<file path="src/sv/csq_pkg.sv">
`timescale 1ns / 1ps

package csq_pkg;

  localparam int unsigned StepCountDefault = 16;
  localparam int unsigned CfgIndexW        = 3;
  localparam int unsigned CfgDataW         = 64;
  localparam int unsigned LevelW           = 8;
  localparam logic [LevelW-1:0] LevelMax   = 8'd240;

  // configuration register indexes
  typedef enum logic [CfgIndexW-1:0] {
    CFG_START_GATE  = 3'd0,
    CFG_BUS_THREE   = 3'd1,
    CFG_DUAL_EIGHT  = 3'd2,
    CFG_RANDOM      = 3'd3,
    CFG_GATE_ASSIGN = 3'd4,
    CFG_LEVELS_LO   = 3'd5,
    CFG_LEVELS_HI   = 3'd6
  } cfg_idx_e;

  // what bus three does to the step
  localparam logic [1:0] BusThreeReset = 2'd0;
  localparam logic [1:0] BusThreeNone  = 2'd1;
  localparam logic [1:0] BusThreeSkip  = 2'd2;

  typedef enum logic [1:0] {
    BUS_ONE   = 2'd0,
    BUS_TWO   = 2'd1,
    BUS_THREE = 2'd2
  } bus_e;

  typedef struct packed {
    logic        start_gate_mode;
    logic [1:0]  bus_three_action;
    logic        dual_eight_mode;
    logic        random_order;
    logic [31:0] gate_assign;
    logic [63:0] step_levels_low;
    logic [63:0] step_levels_high;
  } cfg_t;

  typedef struct packed {
    logic        toggle_level;
    logic        start_level;
    logic        stop_level;
    logic        skip_level;
    logic        reset_level;
    logic [31:0] phase_step;
    logic [16:0] pulse_width;
    logic [3:0]  random_step;
  } in_item_t;

  typedef struct packed {
    logic [2:0]        gate_buses;
    logic              clocked_gate_one;
    logic              clock_out;
    logic              first_step;
    logic [3:0]        step_a;
    logic [3:0]        step_b;
    logic [LevelW-1:0] level_a;
    logic [LevelW-1:0] level_b;
    logic [4:0]        semitone_a;
    logic [4:0]        semitone_b;
    logic              is_running;
  } out_item_t;

endpackage

</file>
<file path="src/sv/csq_cfg.sv">
`timescale 1ns / 1ps

module csq_cfg (
  input  logic                               clk_i,
  input  logic                               rst_ni,
  input  logic                               cfg_valid_i,
  input  logic [csq_pkg::CfgIndexW-1:0]      cfg_index_i,
  input  logic [csq_pkg::CfgDataW-1:0]       cfg_data_i,
  output csq_pkg::cfg_t                      cfg_o
);
  import csq_pkg::*;

  cfg_t cfg_q, cfg_d;

  always_comb begin
    cfg_d = cfg_q;
    if (cfg_valid_i) begin
      unique case (cfg_index_i)
        CFG_START_GATE:  cfg_d.start_gate_mode  = cfg_data_i[0];
        CFG_BUS_THREE:   cfg_d.bus_three_action = cfg_data_i[1:0];
        CFG_DUAL_EIGHT:  cfg_d.dual_eight_mode  = cfg_data_i[0];
        CFG_RANDOM:      cfg_d.random_order     = cfg_data_i[0];
        CFG_GATE_ASSIGN: cfg_d.gate_assign      = cfg_data_i[31:0];
        CFG_LEVELS_LO:   cfg_d.step_levels_low  = cfg_data_i;
        CFG_LEVELS_HI:   cfg_d.step_levels_high = cfg_data_i;
        default:         cfg_d = cfg_q;
      endcase
    end
  end

  always_ff @(posedge clk_i or negedge rst_ni) begin
    if (!rst_ni) begin
      cfg_q.start_gate_mode  <= 1'b0;
      cfg_q.bus_three_action <= BusThreeNone;
      cfg_q.dual_eight_mode  <= 1'b0;
      cfg_q.random_order     <= 1'b0;
      cfg_q.gate_assign      <= 32'h5555_5555;
      cfg_q.step_levels_low  <= 64'h7878_7878_7878_7878;
      cfg_q.step_levels_high <= 64'h7878_7878_7878_7878;
    end else begin
      cfg_q <= cfg_d;
    end
  end

  assign cfg_o = cfg_q;

endmodule

</file>
<file path="src/sv/csq_core.sv">
`timescale 1ns / 1ps

module csq_core #(
  parameter int unsigned StepCount = csq_pkg::StepCountDefault
) (
  input  logic                 clk_i,
  input  logic                 rst_ni,
  input  logic                 step_en_i,
  input  csq_pkg::cfg_t        cfg_i,
  input  csq_pkg::in_item_t    item_i,
  output csq_pkg::out_item_t   result_o
);
  import csq_pkg::*;

  localparam int unsigned IdxW     = $clog2(StepCount);
  localparam int unsigned IdxDepth = 1 << IdxW;
  localparam int unsigned Half     = StepCount / 2;
  localparam logic [IdxW-1:0] LastIdx = IdxW'(StepCount - 1);
  localparam logic [IdxW-1:0] HalfIdx = IdxW'(Half);

  logic            run_q, run_d;
  logic [31:0]     phase_q, phase_d;
  logic [IdxW-1:0] step_q, step_d;
  logic            held_q, held_d;
  logic [4:0]      hist_q, hist_d;

  logic [IdxW-1:0] rnd_tab  [16];
  logic [IdxW-1:0] half_tab [IdxDepth];

  logic [32:0]     sum;
  logic            clk_bit;
  logic [IdxW-1:0] rnd_wrap;
  logic [IdxW-1:0] step1, step2, step3;
  logic [IdxW-1:0] ia, ib;
  logic [IdxW+3:0] ia_ext, ib_ext;
  logic [1:0]      sw;
  bus_e            bus;
  logic            skip_edge, reset_edge;
  logic [127:0]    levels;
  logic [7:0]      byte_a, byte_b, lvl_a, lvl_b;
  logic [15:0]     prod_a, prod_b;

  // constant wrap tables for the random step and the dual-mode half index
  for (genvar g = 0; g < 16; g++) begin : g_rnd
    assign rnd_tab[g] = IdxW'(g % StepCount);
  end
  for (genvar g = 0; g < IdxDepth; g++) begin : g_half
    assign half_tab[g] = IdxW'(g % Half);
  end

  function automatic logic [IdxW-1:0] step_inc(input logic [IdxW-1:0] s);
    return (s >= LastIdx) ? '0 : s + 1'b1;
  endfunction

  function automatic logic [7:0] sat_level(input logic [7:0] v);
    return (v > LevelMax) ? LevelMax : v;
  endfunction

  assign rnd_wrap = rnd_tab[item_i.random_step];

  always_comb begin
    hist_d  = hist_q;
    run_d   = run_q;
    phase_d = phase_q;
    held_d  = held_q;
    clk_bit = 1'b0;

    // start logic
    if (cfg_i.start_gate_mode) begin
      run_d = item_i.stop_level ? 1'b0 : (item_i.toggle_level | item_i.start_level);
    end else begin
      if (item_i.toggle_level && !hist_q[0]) run_d = ~run_d;
      if (item_i.start_level && !hist_q[1]) run_d = 1'b1;
      if (item_i.stop_level && !hist_q[2]) run_d = 1'b0;
      hist_d[2:0] = {item_i.stop_level, item_i.start_level, item_i.toggle_level};
    end

    // phase accumulator, carry advances the step
    sum   = {1'b0, phase_q} + {1'b0, item_i.phase_step};
    step1 = step_q;
    if (run_d) begin
      if (sum[32]) begin
        step1   = cfg_i.random_order ? rnd_wrap : step_inc(step_q);
        phase_d = '0;
      end else begin
        phase_d = sum[31:0];
      end
      held_d  = {1'b0, phase_d} < {item_i.pulse_width, 16'h0000};
      clk_bit = held_d;
    end
  end

  assign ia = cfg_i.dual_eight_mode ? half_tab[step1] : step1;
  assign ib = cfg_i.dual_eight_mode ? ia + HalfIdx : step1;
  assign ia_ext = {4'b0000, ia};
  assign ib_ext = {4'b0000, ib};

  always_comb begin
    sw = cfg_i.gate_assign[{ia_ext[3:0], 1'b0} +: 2];
    case (sw)
      2'd0:    bus = BUS_THREE;
      2'd1:    bus = BUS_TWO;
      default: bus = BUS_ONE;
    endcase
  end

  assign skip_edge  = item_i.skip_level & ~hist_q[3];
  assign reset_edge = item_i.reset_level & ~hist_q[4];

  always_comb begin
    step2 = skip_edge ? (cfg_i.random_order ? rnd_wrap : step_inc(step1)) : step1;
    step3 = step2;
    if (cfg_i.bus_three_action == BusThreeSkip && bus == BUS_THREE) begin
      step3 = cfg_i.random_order ? rnd_wrap : step_inc(step2);
    end
    step_d = step3;
    if (reset_edge || (cfg_i.bus_three_action == BusThreeReset && bus == BUS_THREE)) begin
      step_d = '0;
    end
  end

  assign levels = {cfg_i.step_levels_high, cfg_i.step_levels_low};
  assign byte_a = levels[{ia_ext[3:0], 3'b000} +: 8];
  assign byte_b = levels[{ib_ext[3:0], 3'b000} +: 8];
  assign lvl_a  = sat_level(byte_a);
  assign lvl_b  = sat_level(byte_b);
  // divide by ten as multiply by 205 / 2048, exact up to 240
  assign prod_a = {8'h00, lvl_a} * 16'd205;
  assign prod_b = {8'h00, lvl_b} * 16'd205;

  always_comb begin
    result_o.gate_buses       = 3'b001 << bus;
    result_o.clocked_gate_one = (bus == BUS_ONE) & held_d;
    result_o.clock_out        = clk_bit;
    result_o.first_step       = (ia == '0);
    result_o.step_a           = ia_ext[3:0];
    result_o.step_b           = ib_ext[3:0];
    result_o.level_a          = lvl_a;
    result_o.level_b          = lvl_b;
    result_o.semitone_a       = prod_a[15:11];
    result_o.semitone_b       = prod_b[15:11];
    result_o.is_running       = run_d;
  end

  always_ff @(posedge clk_i or negedge rst_ni) begin
    if (!rst_ni) begin
      run_q   <= 1'b1;
      phase_q <= '0;
      step_q  <= '0;
      held_q  <= 1'b1;
      hist_q  <= 5'h1f;
    end else if (step_en_i) begin
      run_q   <= run_d;
      phase_q <= phase_d;
      step_q  <= step_d;
      held_q  <= held_d;
      hist_q  <= {item_i.reset_level, item_i.skip_level, hist_d[2:0]};
    end
  end

endmodule

</file>
<file path="src/sv/clocked_step_sequencer.sv">
`timescale 1ns / 1ps

// Step sequencer that takes one sample tick per request and returns one result
// per request. A request goes into an input register, its start logic, phase
// accumulator and step update are worked out in one pass, and the result lands
// in an output register when that register is empty or being drained. While the
// result side keeps draining, a new request can be taken on every clock. While a
// finished result is stalled, one more request can wait in the input register and
// any request after it is stalled. The run flag, phase, step and edge history are
// updated when the result register loads. Configuration writes are never held
// off (cfg_ready_o is always high) and should only be issued while the block is
// idle.
module clocked_step_sequencer #(
  parameter int unsigned STEP_COUNT = csq_pkg::StepCountDefault
) (
  input  logic        clk_i,
  input  logic        rst_ni,
  input  logic        cfg_valid_i,
  output logic        cfg_ready_o,
  input  logic [2:0]  cfg_index_i,
  input  logic [63:0] cfg_data_i,
  input  logic        in_valid_i,
  output logic        in_stall_o,
  input  logic        toggle_level_i,
  input  logic        start_level_i,
  input  logic        stop_level_i,
  input  logic        skip_level_i,
  input  logic        reset_level_i,
  input  logic [31:0] phase_step_i,
  input  logic [16:0] pulse_width_i,
  input  logic [3:0]  random_step_i,
  output logic        out_valid_o,
  input  logic        out_stall_i,
  output logic [2:0]  gate_buses_o,
  output logic        clocked_gate_one_o,
  output logic        clock_out_o,
  output logic        first_step_o,
  output logic [3:0]  step_a_o,
  output logic [3:0]  step_b_o,
  output logic [7:0]  level_a_o,
  output logic [7:0]  level_b_o,
  output logic [4:0]  semitone_a_o,
  output logic [4:0]  semitone_b_o,
  output logic        is_running_o
);
  import csq_pkg::*;

  cfg_t      cfg;
  in_item_t  in_q;
  logic      in_valid_q;
  out_item_t result, out_q;
  logic      out_valid_q;
  logic      accept, load;

  assign cfg_ready_o = 1'b1;

  csq_cfg u_cfg (
    .clk_i       (clk_i),
    .rst_ni      (rst_ni),
    .cfg_valid_i (cfg_valid_i),
    .cfg_index_i (cfg_index_i),
    .cfg_data_i  (cfg_data_i),
    .cfg_o       (cfg)
  );

  csq_core #(
    .StepCount (STEP_COUNT)
  ) u_core (
    .clk_i     (clk_i),
    .rst_ni    (rst_ni),
    .step_en_i (load),
    .cfg_i     (cfg),
    .item_i    (in_q),
    .result_o  (result)
  );

  // result register takes a new item when empty or being drained
  assign load       = in_valid_q & (~out_valid_q | ~out_stall_i);
  assign in_stall_o = in_valid_q & ~load;
  assign accept     = in_valid_i & ~in_stall_o;

  always_ff @(posedge clk_i or negedge rst_ni) begin
    if (!rst_ni) begin
      in_valid_q  <= 1'b0;
      out_valid_q <= 1'b0;
    end else begin
      if (accept) begin
        in_valid_q <= 1'b1;
      end else if (load) begin
        in_valid_q <= 1'b0;
      end
      if (load) begin
        out_valid_q <= 1'b1;
      end else if (!out_stall_i) begin
        out_valid_q <= 1'b0;
      end
    end
  end

  always_ff @(posedge clk_i) begin
    if (accept) begin
      in_q.toggle_level <= toggle_level_i;
      in_q.start_level  <= start_level_i;
      in_q.stop_level   <= stop_level_i;
      in_q.skip_level   <= skip_level_i;
      in_q.reset_level  <= reset_level_i;
      in_q.phase_step   <= phase_step_i;
      in_q.pulse_width  <= pulse_width_i;
      in_q.random_step  <= random_step_i;
    end
    if (load) begin
      out_q <= result;
    end
  end

  assign out_valid_o        = out_valid_q;
  assign gate_buses_o       = out_q.gate_buses;
  assign clocked_gate_one_o = out_q.clocked_gate_one;
  assign clock_out_o        = out_q.clock_out;
  assign first_step_o       = out_q.first_step;
  assign step_a_o           = out_q.step_a;
  assign step_b_o           = out_q.step_b;
  assign level_a_o          = out_q.level_a;
  assign level_b_o          = out_q.level_b;
  assign semitone_a_o       = out_q.semitone_a;
  assign semitone_b_o       = out_q.semitone_b;
  assign is_running_o       = out_q.is_running;

endmodule

</file>
<file path="config.mk">
export PLATFORM = sky130hd
export DESIGN_NAME = clocked_step_sequencer
export DESIGN_NICKNAME = d
export VERILOG_FILES = /design/src/sv/csq_pkg.sv /design/src/sv/csq_cfg.sv /design/src/sv/csq_core.sv /design/src/sv/clocked_step_sequencer.sv
export SDC_FILE = /design/constraint.sdc
export NUM_CORES = 1
export LEC_CHECK = 0
export CORE_MARGIN = 1.5
export CORE_UTILIZATION = 55
export DETAILED_ROUTE_END_ITERATION = 8
export DONT_BUFFER_PORTS = 1
export PLACE_DENSITY = 0.7
export SETUP_SLACK_MARGIN = 0.4
export SYNTH_ARGS = -nofsm -noshare
export SYNTH_HDL_FRONTEND = slang
export SYNTH_SLANG_ARGS = --single-unit
</file>
<file path="constraint.sdc">
create_clock -name clk_i -period 24.6 [get_ports clk_i]
set_input_delay 1.23 -clock clk_i [delete_from_list [all_inputs] [get_ports clk_i]]
set_output_delay 1.23 -clock clk_i [all_outputs]
set_load 0.01 [all_outputs]
</file>
# ---- Word level (Yosys, flattened, before mapping)
# Memory sizes are Yosys's and may differ from the RTL's.
# Index checks and enable logic that the tools add are counted.
dict set report classes {
  addsub 5
  mul 2
  n_lt_le_gt_ge 8
  n_eq_ne 10
  n_shift 4
  muxes 32
  n_bitwise 18
  n_reduce_logical 24
}
# op count
set ops {}
lappend ops {{$shiftx A128 B8 Y8} 2}
lappend ops {{$mux W4} 17}
lappend ops {{$mux W32} 2}
lappend ops {{$add A32 B32 Y33} 1}
lappend ops {{$lt A32 B33 Y1} 1}
lappend ops {{$mul A8 B8 Y16 const B} 2}
lappend ops {{$shiftx A32 B6 Y2} 1}
lappend ops {{$reduce_and A2 Y1} 9}
lappend ops {{$gt A8 B8 Y1 const B} 2}
lappend ops {{$mux W8} 2}
lappend ops {{$add A4 B1 Y4 const B} 3}
lappend ops {{$ge A4 B4 Y1 const B} 3}
lappend ops {{$ge A5 B5 Y1 const B} 2}
lappend ops {{$mux W1} 10}
lappend ops {{$not A4 Y5} 2}
lappend ops {{$eq A3 B3 Y1 const B} 3}
lappend ops {{$not A1 Y1} 8}
lappend ops {{$and A1 B1 Y1} 6}
lappend ops {{$eq A3 B2 Y1 const B} 2}
lappend ops {{$logic_not A2 Y1} 3}
lappend ops {{$logic_and A1 B1 Y1} 5}
lappend ops {{$add A4 B4 Y4 const B} 1}
lappend ops {{$eq A2 B2 Y1 const B} 2}
lappend ops {{$logic_not A4 Y1} 1}
lappend ops {{10 further kinds} 13}
dict set report totals {
  reg_bits 309
  rom_bits 128
  inputBits 130
  output_inout_bits 44
  wordCells 139
  n_memories 2
}
# name words width read_ports rd_clocked_by_memory_dff wr line
set memory_table {}
lappend memory_table {{(name not given)} 16 4 1 0 0 csq_core.sv:93} ;# assign ia = cfg_i.dual_eight_mode ? half_tab[step1] : step1;
lappend memory_table {{(name not given)} 16 4 1 0 0 csq_core.sv:59} ;# assign rnd_wrap = rnd_tab[item_i.random_step];

# ---- Depth between registers and ports, before layout
# Gate-level depths: netlist (run 1).
dict set report depth {
  word_depth 19
  ltp_mapped 36
  mapped_depth_nobuf 31
}

# ---- Cells and area by module
# A second synthesis (run 1) with hierarchy kept.
dict set report hier_totals {
  cells_unflattened 1663
  hier_area_um2 18794.3
}
# module n_inst cells_per_inst area_each_um2 seq_area_each_um2
set modules_own_cells {}
lappend modules_own_cells {csq_core 1 1199 9278.9 1084.8}
lappend modules_own_cells {csq_cfg 1 355 6438.7 4230.3}
lappend modules_own_cells {clocked_step_sequencer 1 109 3076.7 3022.9}

# ---- Worst setup path before layout (run 1)
# Ideal clock, no wire load.
dict set report synth_timing {
  path_type {reg-to-reg}
  startpoint {register in_q[49] in the netlist's numbering}
  endpoint {register out_q, in the netlist semitone_a_o[4], data pin}
  setup_time_ns 0.260
  t_arrival_ns 8.059
  required_time_ns 24.340
  slack_ns 16.281
  path_stages_with_launch 36
  n_path_buf 6
  cell_sequence {edfxtp_1 ha_1 buf_4 nand4_1 or2_1 or3_1 buf_2 a211o_1 buf_6 nand2_4 mux2_4 buf_4 buf_4 buf_2 mux4_2 mux2i_1 mux2i_1 ha_1 o2111ai_1 nand2_1 o41a_1 or2_1 ha_1 fa_1 fa_1 inv_1 fa_1 inv_1 ha_1 nand4_1 nor2_1 nand3_1 o2111a_1 o41ai_2 a21oi_1 xnor2_1}
}
# element line
set synth_lines {}
lappend synth_lines {{start: declaration} clocked_step_sequencer.sv:49} ;# in_item_t in_q;
lappend synth_lines {{end signal: assignment} clocked_step_sequencer.sv:112} ;# out_q <= result;
lappend synth_lines {{end: declaration} clocked_step_sequencer.sv:51} ;# out_item_t result, out_q;

==> impl_results.md, run 1 <==
* Status: finished clean
* Final Hold Viols at 0
* 1st-iter DRT viols at 753
* Dominant cell type by area after synthesis: dfrtp_1
* Worst relative slew slack at a little over a fifth
* Root Driver: clkbuf_16
* Critical R2R Capture: semitone_b_o[4]
* DRC at 0
* First-pass GRT wire length at between 60000 and 70000 um
* Ys async rst share at 68.6%
* Die Area at 33300 um2
* Post-CTS Setup Bufs at 0
* Final min period at ~9.6 ns
* Post-DRT Antenna Nets at 0
* CP arrival at about 10 ns
* Largest net degree at the start of global routing at roughly 210
* Type of the tightest min-delay check: input pin to asynchronous set/reset pin
* CTS Sinks at 306
* Final period utilization at approximately two fifths
* Placer Congestion at 0.916
* Busiest layer in global routing: met2
* Fin Setup TNS at 0 ns
* CP Max Fanout at 18
* Ys flop type: dfrtp_1
* Syn Inst Count at ~1500
* Slew @ Worst Pin at around 1.2 ns
* Most common cell in the synthesized netlist: mux2_2
* H-tree depth at 2
* Top delay family on crit path: compound AO/OA/AOI/OAI gates
* Crit Reg-Reg Startpoint: u_core.phase_q[0]
* Skew final at roughly 0.023 ns
* Met1 Use GR at between 30 and 40%
* Number of global-route vias before repair at 11400
* Met3 usage at between 6 and 7%
* Synthesized cell area at 17700 um2
* R2r setup slk at about 15 ns
* Met2 Usage GRT at between 30% and 40%
* IO buf count at 0
* Gr usage total at approximately 25%
* Reg2Reg Depth at 29
* Vias at between 10000 and 15000
* CP max stage delay at just over 0.8 ns
* Cts bufs inserted at 36
* CP Launch Point: u_core.phase_q[0]
* Grt ovf at 0
* CTS tree: done
* EDFF count, synth at 96
* Vias per inst at 6.10
* Core area at between 30000 and 40000 um2
* Resize count post-CTS at 0
* Sequential-to-total area share from yosys stat at 46.5%
* Syn_nets at ~1700
* Longest Clk Path Bufs at 3
* Area of the multi-input gates at about 8900 um2
* Initial antenna violation count at 1
* DP Wirelength at roughly 29000 um
* # rows at 65
* Count of cell types in the netlist at about 80
* Post-synth top area share at approximately 17%
* Area grow syn2layout at 8.40%
* Startpoint types: flip-flop
* Layout cells sized above 1 at 25.8%
* Buffers & Inverters on Critical Path at 4
* RSZ-0062 raised after global routing: no
* Hold WS at 0.421 ns
* FILL cells at around 2500
* Worst setup EP type: flip-flop
* Starting Density at approximately 56%
* Drt first pass iters at 5
* Fin. max-slew vios at 0
* Hold-fix buffers, CTS at 0
* Max-cap check violation count at 0
* Synth cell count leaders: mux2_2, ha_1, dfrtp_1
* Clk pin slew, worst setup/hold paths at 0.06 ns
* N_diodes at 0
* Syn Area/Cell at approximately 12 um2
* Kind of critical path: flip-flop to flip-flop
* Die Y at roughly 180 um
* Ports at approximately 170
* Die X-Extent at approximately 180 um
* Fmax at between 0.1 and 0.15 GHz
* Clk Latency, worst-skew pair at roughly 0.54 ns
* Count of state elements after synthesis at approximately 310
* # setup viols final at 0
* Avg WL per Cell at between 20 and 25 um
* Register area at 8250 um2
* Yosys Warn Count at 0
* Post-layout net count at 1717
* Worst EP required at around 25 ns
* Critical path's slowest cell: o21ai_0
* Top cells by area, synth: dfrtp_1, edfxtp_1, dfstp_2
* Final WL at 40300 um
[metal layers]
metal,wire [um],part of all wire [%],vias up
met1,18400,46,5692
met3,3030,7.5,63
met5,13,0.032,-
met2,17900,44,312
li1,-,-,5305
met4,933,2.3,2
[final cells by class]
type	instances	area share, %
clock buffers	58	5.54
clock inverters	8	0.631
inverters	91	1.79
multi-input cells	990	46.1
flip-flops and latches	306	42.9
well taps	402	2.62
repair buffers	11	0.429
[per-stage QoR]
stage | instances | setup WS, ns | utilization, % | cell area, um2
final | 1866 | 14.97 | 60.8 | 19200
after floorplan | 1452 | 16.28 | - | 17700
after global routing | 1866 | 14.49 | 60.8 | 19200
after CTS | 1866 | 15.18 | 60.8 | 19200
after global placement | 1800 | 15.43 | 57.0 | 18000
after detailed placement | 1800 | 15.22 | 57.0 | 18000
[placed cells by master (no fill, tap or decap), drive strengths merged, types with 6 or more instances in the layout]
cell type / n
a22oi: 17
mux4: 30
nor2: 54
a21oi: 59
nor4b: 16
nand4: 9
xor2: 21
a211oi: 8
dfrtp: 122
xnor2: 26
dfstp: 88
a21o: 27
and3: 15
nor2b: 13
o21a: 7
inv: 92
ha: 129
nand2: 112
o21ai: 33
clkbuf: 58
fa: 22
and2: 18
o41ai: 6
clkinv: 6
a31oi: 7
o31ai: 14
nor3: 12
nand3: 16
mux2i: 39
a311oi: 18
nand2b: 10
buf: 11
a22o: 11
edfxtp: 96
mux2: 180
[cell families (layout without fill, tap and decap cells)]
family | count (synthesis) | count (layout) | share of synthesized area [%]
other | 1 | 1 | 0.0211
AOI/OAI and AO/OA | 242 | 242 | 9.58
muxes | 249 | 249 | 17.7
adders and majority gates | 151 | 151 | 11.6
and+or+nand+nor | 300 | 300 | 8.65
DFF | 306 | 306 | 46.5
buffers and inverters | 156 | 168 | 3.68
xor gates and xnor gates | 47 | 47 | 2.32
[registers in the layout, indices dropped and copies added, names as in the netlist, 3 cells and up]
signal,count
gate_buses_o,3
in_q,58
level_a_o,8
level_b_o,8
semitone_a_o,5
semitone_b_o,5
step_a_o,4
u_cfg.cfg_o,165
u_core.hist_q,5
u_core.phase_q,32
u_core.step_q,4
[how the worst max path moves through the flow]
stage,to,slack (ns),cells past startpoint
finish,semitone_b_o[4],14.97,29
global route,semitone_b_o[4],14.49,29
CTS,semitone_b_o[4],15.18,27
detailed placement,semitone_b_o[4],15.22,27
global placement,semitone_a_o[4],15.43,28
floorplan,semitone_a_o[4],16.28,35
Power of run 1 is not shown: default switching activity piles up to over one toggle a cycle in this logic, so the estimate is an artifact.
==> inputs of run 2 (changes only) <==
--- a/config.mk
+++ b/config.mk
@@ -5,6 +5,7 @@
 export SDC_FILE = /design/constraint.sdc
 export NUM_CORES = 1
 export LEC_CHECK = 0
+export ABC_AREA = 1
 export CORE_MARGIN = 1.5
 export CORE_UTILIZATION = 55
 export DETAILED_ROUTE_END_ITERATION = 8
==> constraint.sdc (replaced) <==
create_clock -name clk_i -period 9.4 [get_ports clk_i]
set_input_delay 0.47 -clock clk_i [delete_from_list [all_inputs] [get_ports clk_i]]
set_output_delay 0.47 -clock clk_i [all_outputs]
set_load 0.01 [all_outputs]
==> impl_results.md, run 2 <==
* 1st-iter DRT viols at 1059 (+41%)
* Largest net degree at the start of global routing at 211 (unchanged)
* Placed inst area at 17800 um2 (-1.5%)
* Post-DRT Antenna Nets at 0 (unchanged)
* R2r setup slk at 1.94 ns (-13.04 ns)
* Area of the multi-input gates at 8090 um2 (-8.8%)
* Placer Congestion at 0.939 (+2.5%)
* DP Wirelength at 29200 um (+2.1%)
* Top cells by area, synth: dfrtp_1, edfxtp_1, dfstp_2
* Count of state elements after synthesis at 306 (unchanged)
* Top delay family on crit path: adder cells
* CTS Sinks at 306 (unchanged)
* DR WL met3 at 2530 um (-17%)
* Grt ovf at 0 (unchanged)
* Post-layout net count at 2269 (+32%)
* N_diodes at 0 (unchanged)
* Avg WL per Cell at 17.0 um (-21%)
* Worst EP required at 9.67 ns (-15.19 ns)
* DRC at 0 (unchanged)
* Resize count post-CTS at 0 (unchanged)
* Final Core Density at 60.1% (-0.69 points)
* Cts bufs inserted at 36 (unchanged)
* EDFF count, synth at 96 (unchanged)
* Hold WS at -0.0960 ns (-0.517 ns)
* Reg2Reg Depth at 39 (+34%)
* Register area at 8250 um2 (unchanged)
* Post-synth top area share at 17.3% (+0.076 points)
* Crit Reg-Reg Startpoint: u_core.phase_q[0]
* Worst setup EP type: flip-flop
* Max reg flops at 165 (unchanged)
* CP Max Fanout at 43 (+25)
* Number of global-route vias before repair at 12900 (+13%)
* Max-cap check violation count at 0 (unchanged)
* Final period utilization at 79.4% (+40 points)
* Synth cell count leaders: nand2_1, inv_1, o21ai_0
* Post-CTS Setup Bufs at 0 (unchanged)
* Fin. max-slew vios at 0 (unchanged)
* Vias at 13300 (+17%)
* IO buf count at 0 (unchanged)
* CP max stage delay at 0.52 ns (-0.31 ns)
* Core area at 31600 um2 (-0.26%)
* Fin area at 19000 um2 (-1.4%)
* Buffers & Inverters on Critical Path at 6 (+2)
* Count of cell types in the netlist at 60 (-24%)
* RSZ-0062 raised after global routing: no
* Ys async rst share at 68.6% (unchanged)
* H-tree depth at 2 (unchanged)
* Post-Route M1 WL at 19200 um (+4.4%)
* Ys flop type: dfrtp_1
* FILL cells at 2806 (+13%)
* # rows at 65 (unchanged)
* Commonest non-fill, non-tap cell in the layout: nand2_1
* CP arrival at 7.74 ns (-2.15 ns)
* Syn_nets at 2298 (+33%)
* Clk Latency, worst-skew pair at 0.54 ns (about the same)
* Clk pin slew, worst setup/hold paths at 0.06 ns (about the same)
* Die X-Extent at 182 um (-0.22%)
* Most common cell in the synthesized netlist: nand2_1
* Setup WS pre-CTS at 2.00 ns (-13.22 ns)
* Type of the tightest min-delay check: input pin to asynchronous set/reset pin
* Yosys Warn Count at 0 (unchanged)
* Longest Clk Path Bufs at 3 (unchanged)
* Drt first pass iters at 5 (unchanged)
* Dominant cell type by area after synthesis: dfrtp_1
* Highest routed metal layer: met4
* Worst relative slew slack at 16.2% (-5.8 points)
* Root Driver: clkbuf_16
* Hold-fix buffers, CTS at 1 (+1)
* Status: finished with violations
* Kind of critical path: flip-flop to flip-flop
* Synthesized cell area at 17700 um2 (-0.44%)
* Startpoint types: flip-flop
* Die Area at 33200 um2 (-0.43%)
* Syn Inst Count at 2017 (+39%)
* Critical path's slowest cell: fa_1
* Commonest non-fill, non-tap cells in the layout: nand2_1, inv_1, o21ai_0
* Slew @ Worst Pin at 1.26 ns (+0.0874 ns)
* Initial antenna violation count at 0 (-1)
* Starting Density at 56.0% (-0.10 points)
* Final Hold Viols at 20 (+20)
* Final min period at 7.46 ns (-2.16 ns)
* Layout cells sized above 1 at 11.4% (-14 points)
* Final WL at 41100 um (+2.1%)
* CTS tree: done
* Die Y at 182 um (-0.22%)
* Critical R2R Capture: semitone_a_o[2]
* Ports at 174 (unchanged)
* Wire length on met2 at 18300 um (+2.3%)
* Syn Area/Cell at 8.76 um2 (-28%)
* Gr usage total at 25.5% (+0.97 points)
* Sequential-to-total area share from yosys stat at 46.7% (+0.20 points)
* # setup viols final at 0 (unchanged)
* Worst Slack Setup Final at 1.94 ns (-13.04 ns)
* Failing checks: hold timing
* Skew final at 0.0217 ns (-0.00139 ns)
* Area grow syn2layout at 7.36%
* Vias per inst at 5.49 (-9.9%)
* Fmax at 0.134 GHz (+29%)
* Fin Setup TNS at 0 ns (unchanged)
* First-pass GRT wire length at 67700 um (+5.8%)
## run 2: changes by cell type in the layout (fill, tap and decap cells not counted), moves of 17 or more
cell     delta
inv_1     +136
nand2_1   +461
nand3_1   +134
o21ai_0   +183
nor2_1     +17
mux2_2    -179
a22oi_1    -17
mux4_2     -26
a21o_1     -23
mux2i_1    -37
## run 2: final cells by class
| type | instances | area share, % |
|---|---|---|
| Sequential cell | 306 | 43.5 |
| Multi-Input combinational cell | 1401 | 42.7 |
| Clock buffer | 57 | 5.70 |
| Inverter | 235 | 4.66 |
| Tap cell | 402 | 2.65 |
| Timing Repair Buffer | 8 | 0.422 |
| Clock inverter | 9 | 0.402 |
## run 2: worst max path at each step
| stage | start | endpoint | slack [ns] | cells after the start |
|---|---|---|---|---|
| after global placement | u_core.phase_q[0] | semitone_a_o[2] | 2.28 | 39 |
| after global routing | u_core.phase_q[0] | semitone_a_o[2] | 1.32 | 39 |
| final | u_core.phase_q[0] | semitone_a_o[2] | 1.94 | 39 |
| after CTS | u_core.phase_q[0] | semitone_a_o[4] | 1.99 | 37 |
| after floorplan | u_core.phase_q[0] | semitone_a_o[4] | 2.88 | 40 |
| after detailed placement | u_core.phase_q[0] | semitone_a_o[4] | 2.00 | 37 |
## run 2: worst reg2reg max path, delay by kind of cell, from the launching register on
kind / cells / cell delay, ns
compound gates: 4 / 0.72
fa+ha+maj: 8 / 2.99
flops: 1 / 0.35
xor+xnor: 1 / 0.14
buf+inv: 6 / 0.62
simple gates: 20 / 2.40
## run 2: layer usage
metal  GRT usage [%]  vias up
met5               0        -
met4            7.97        0
met3            4.27       62
met2            39.1      402
met1            37.2     6235
li1                -     6581
## run 2: kinds of logic after synthesis
logic type               Yosys count  synth area share [%]
AO/OA/AOI/OAI                    363                  11.4
XOR/XNOR                          28                  1.43
adder cells (fa/ha/maj)          151                  11.6
buffers and inverters            310                  7.59
flip-flops                       306                  46.7
other                              1                0.0212
AND/OR/NAND/NOR                  858                  21.3
## run 2: through the flow
step                      hold WS (ns)  cells
after CTS                       0.0146   2418
after floorplan                  0.174   2017
after detailed placement         0.193   2351
after global placement           0.194   2351
after global routing            0.0122   2418
final                          -0.0960   2418
Power of run 2 is left out for the same reason.
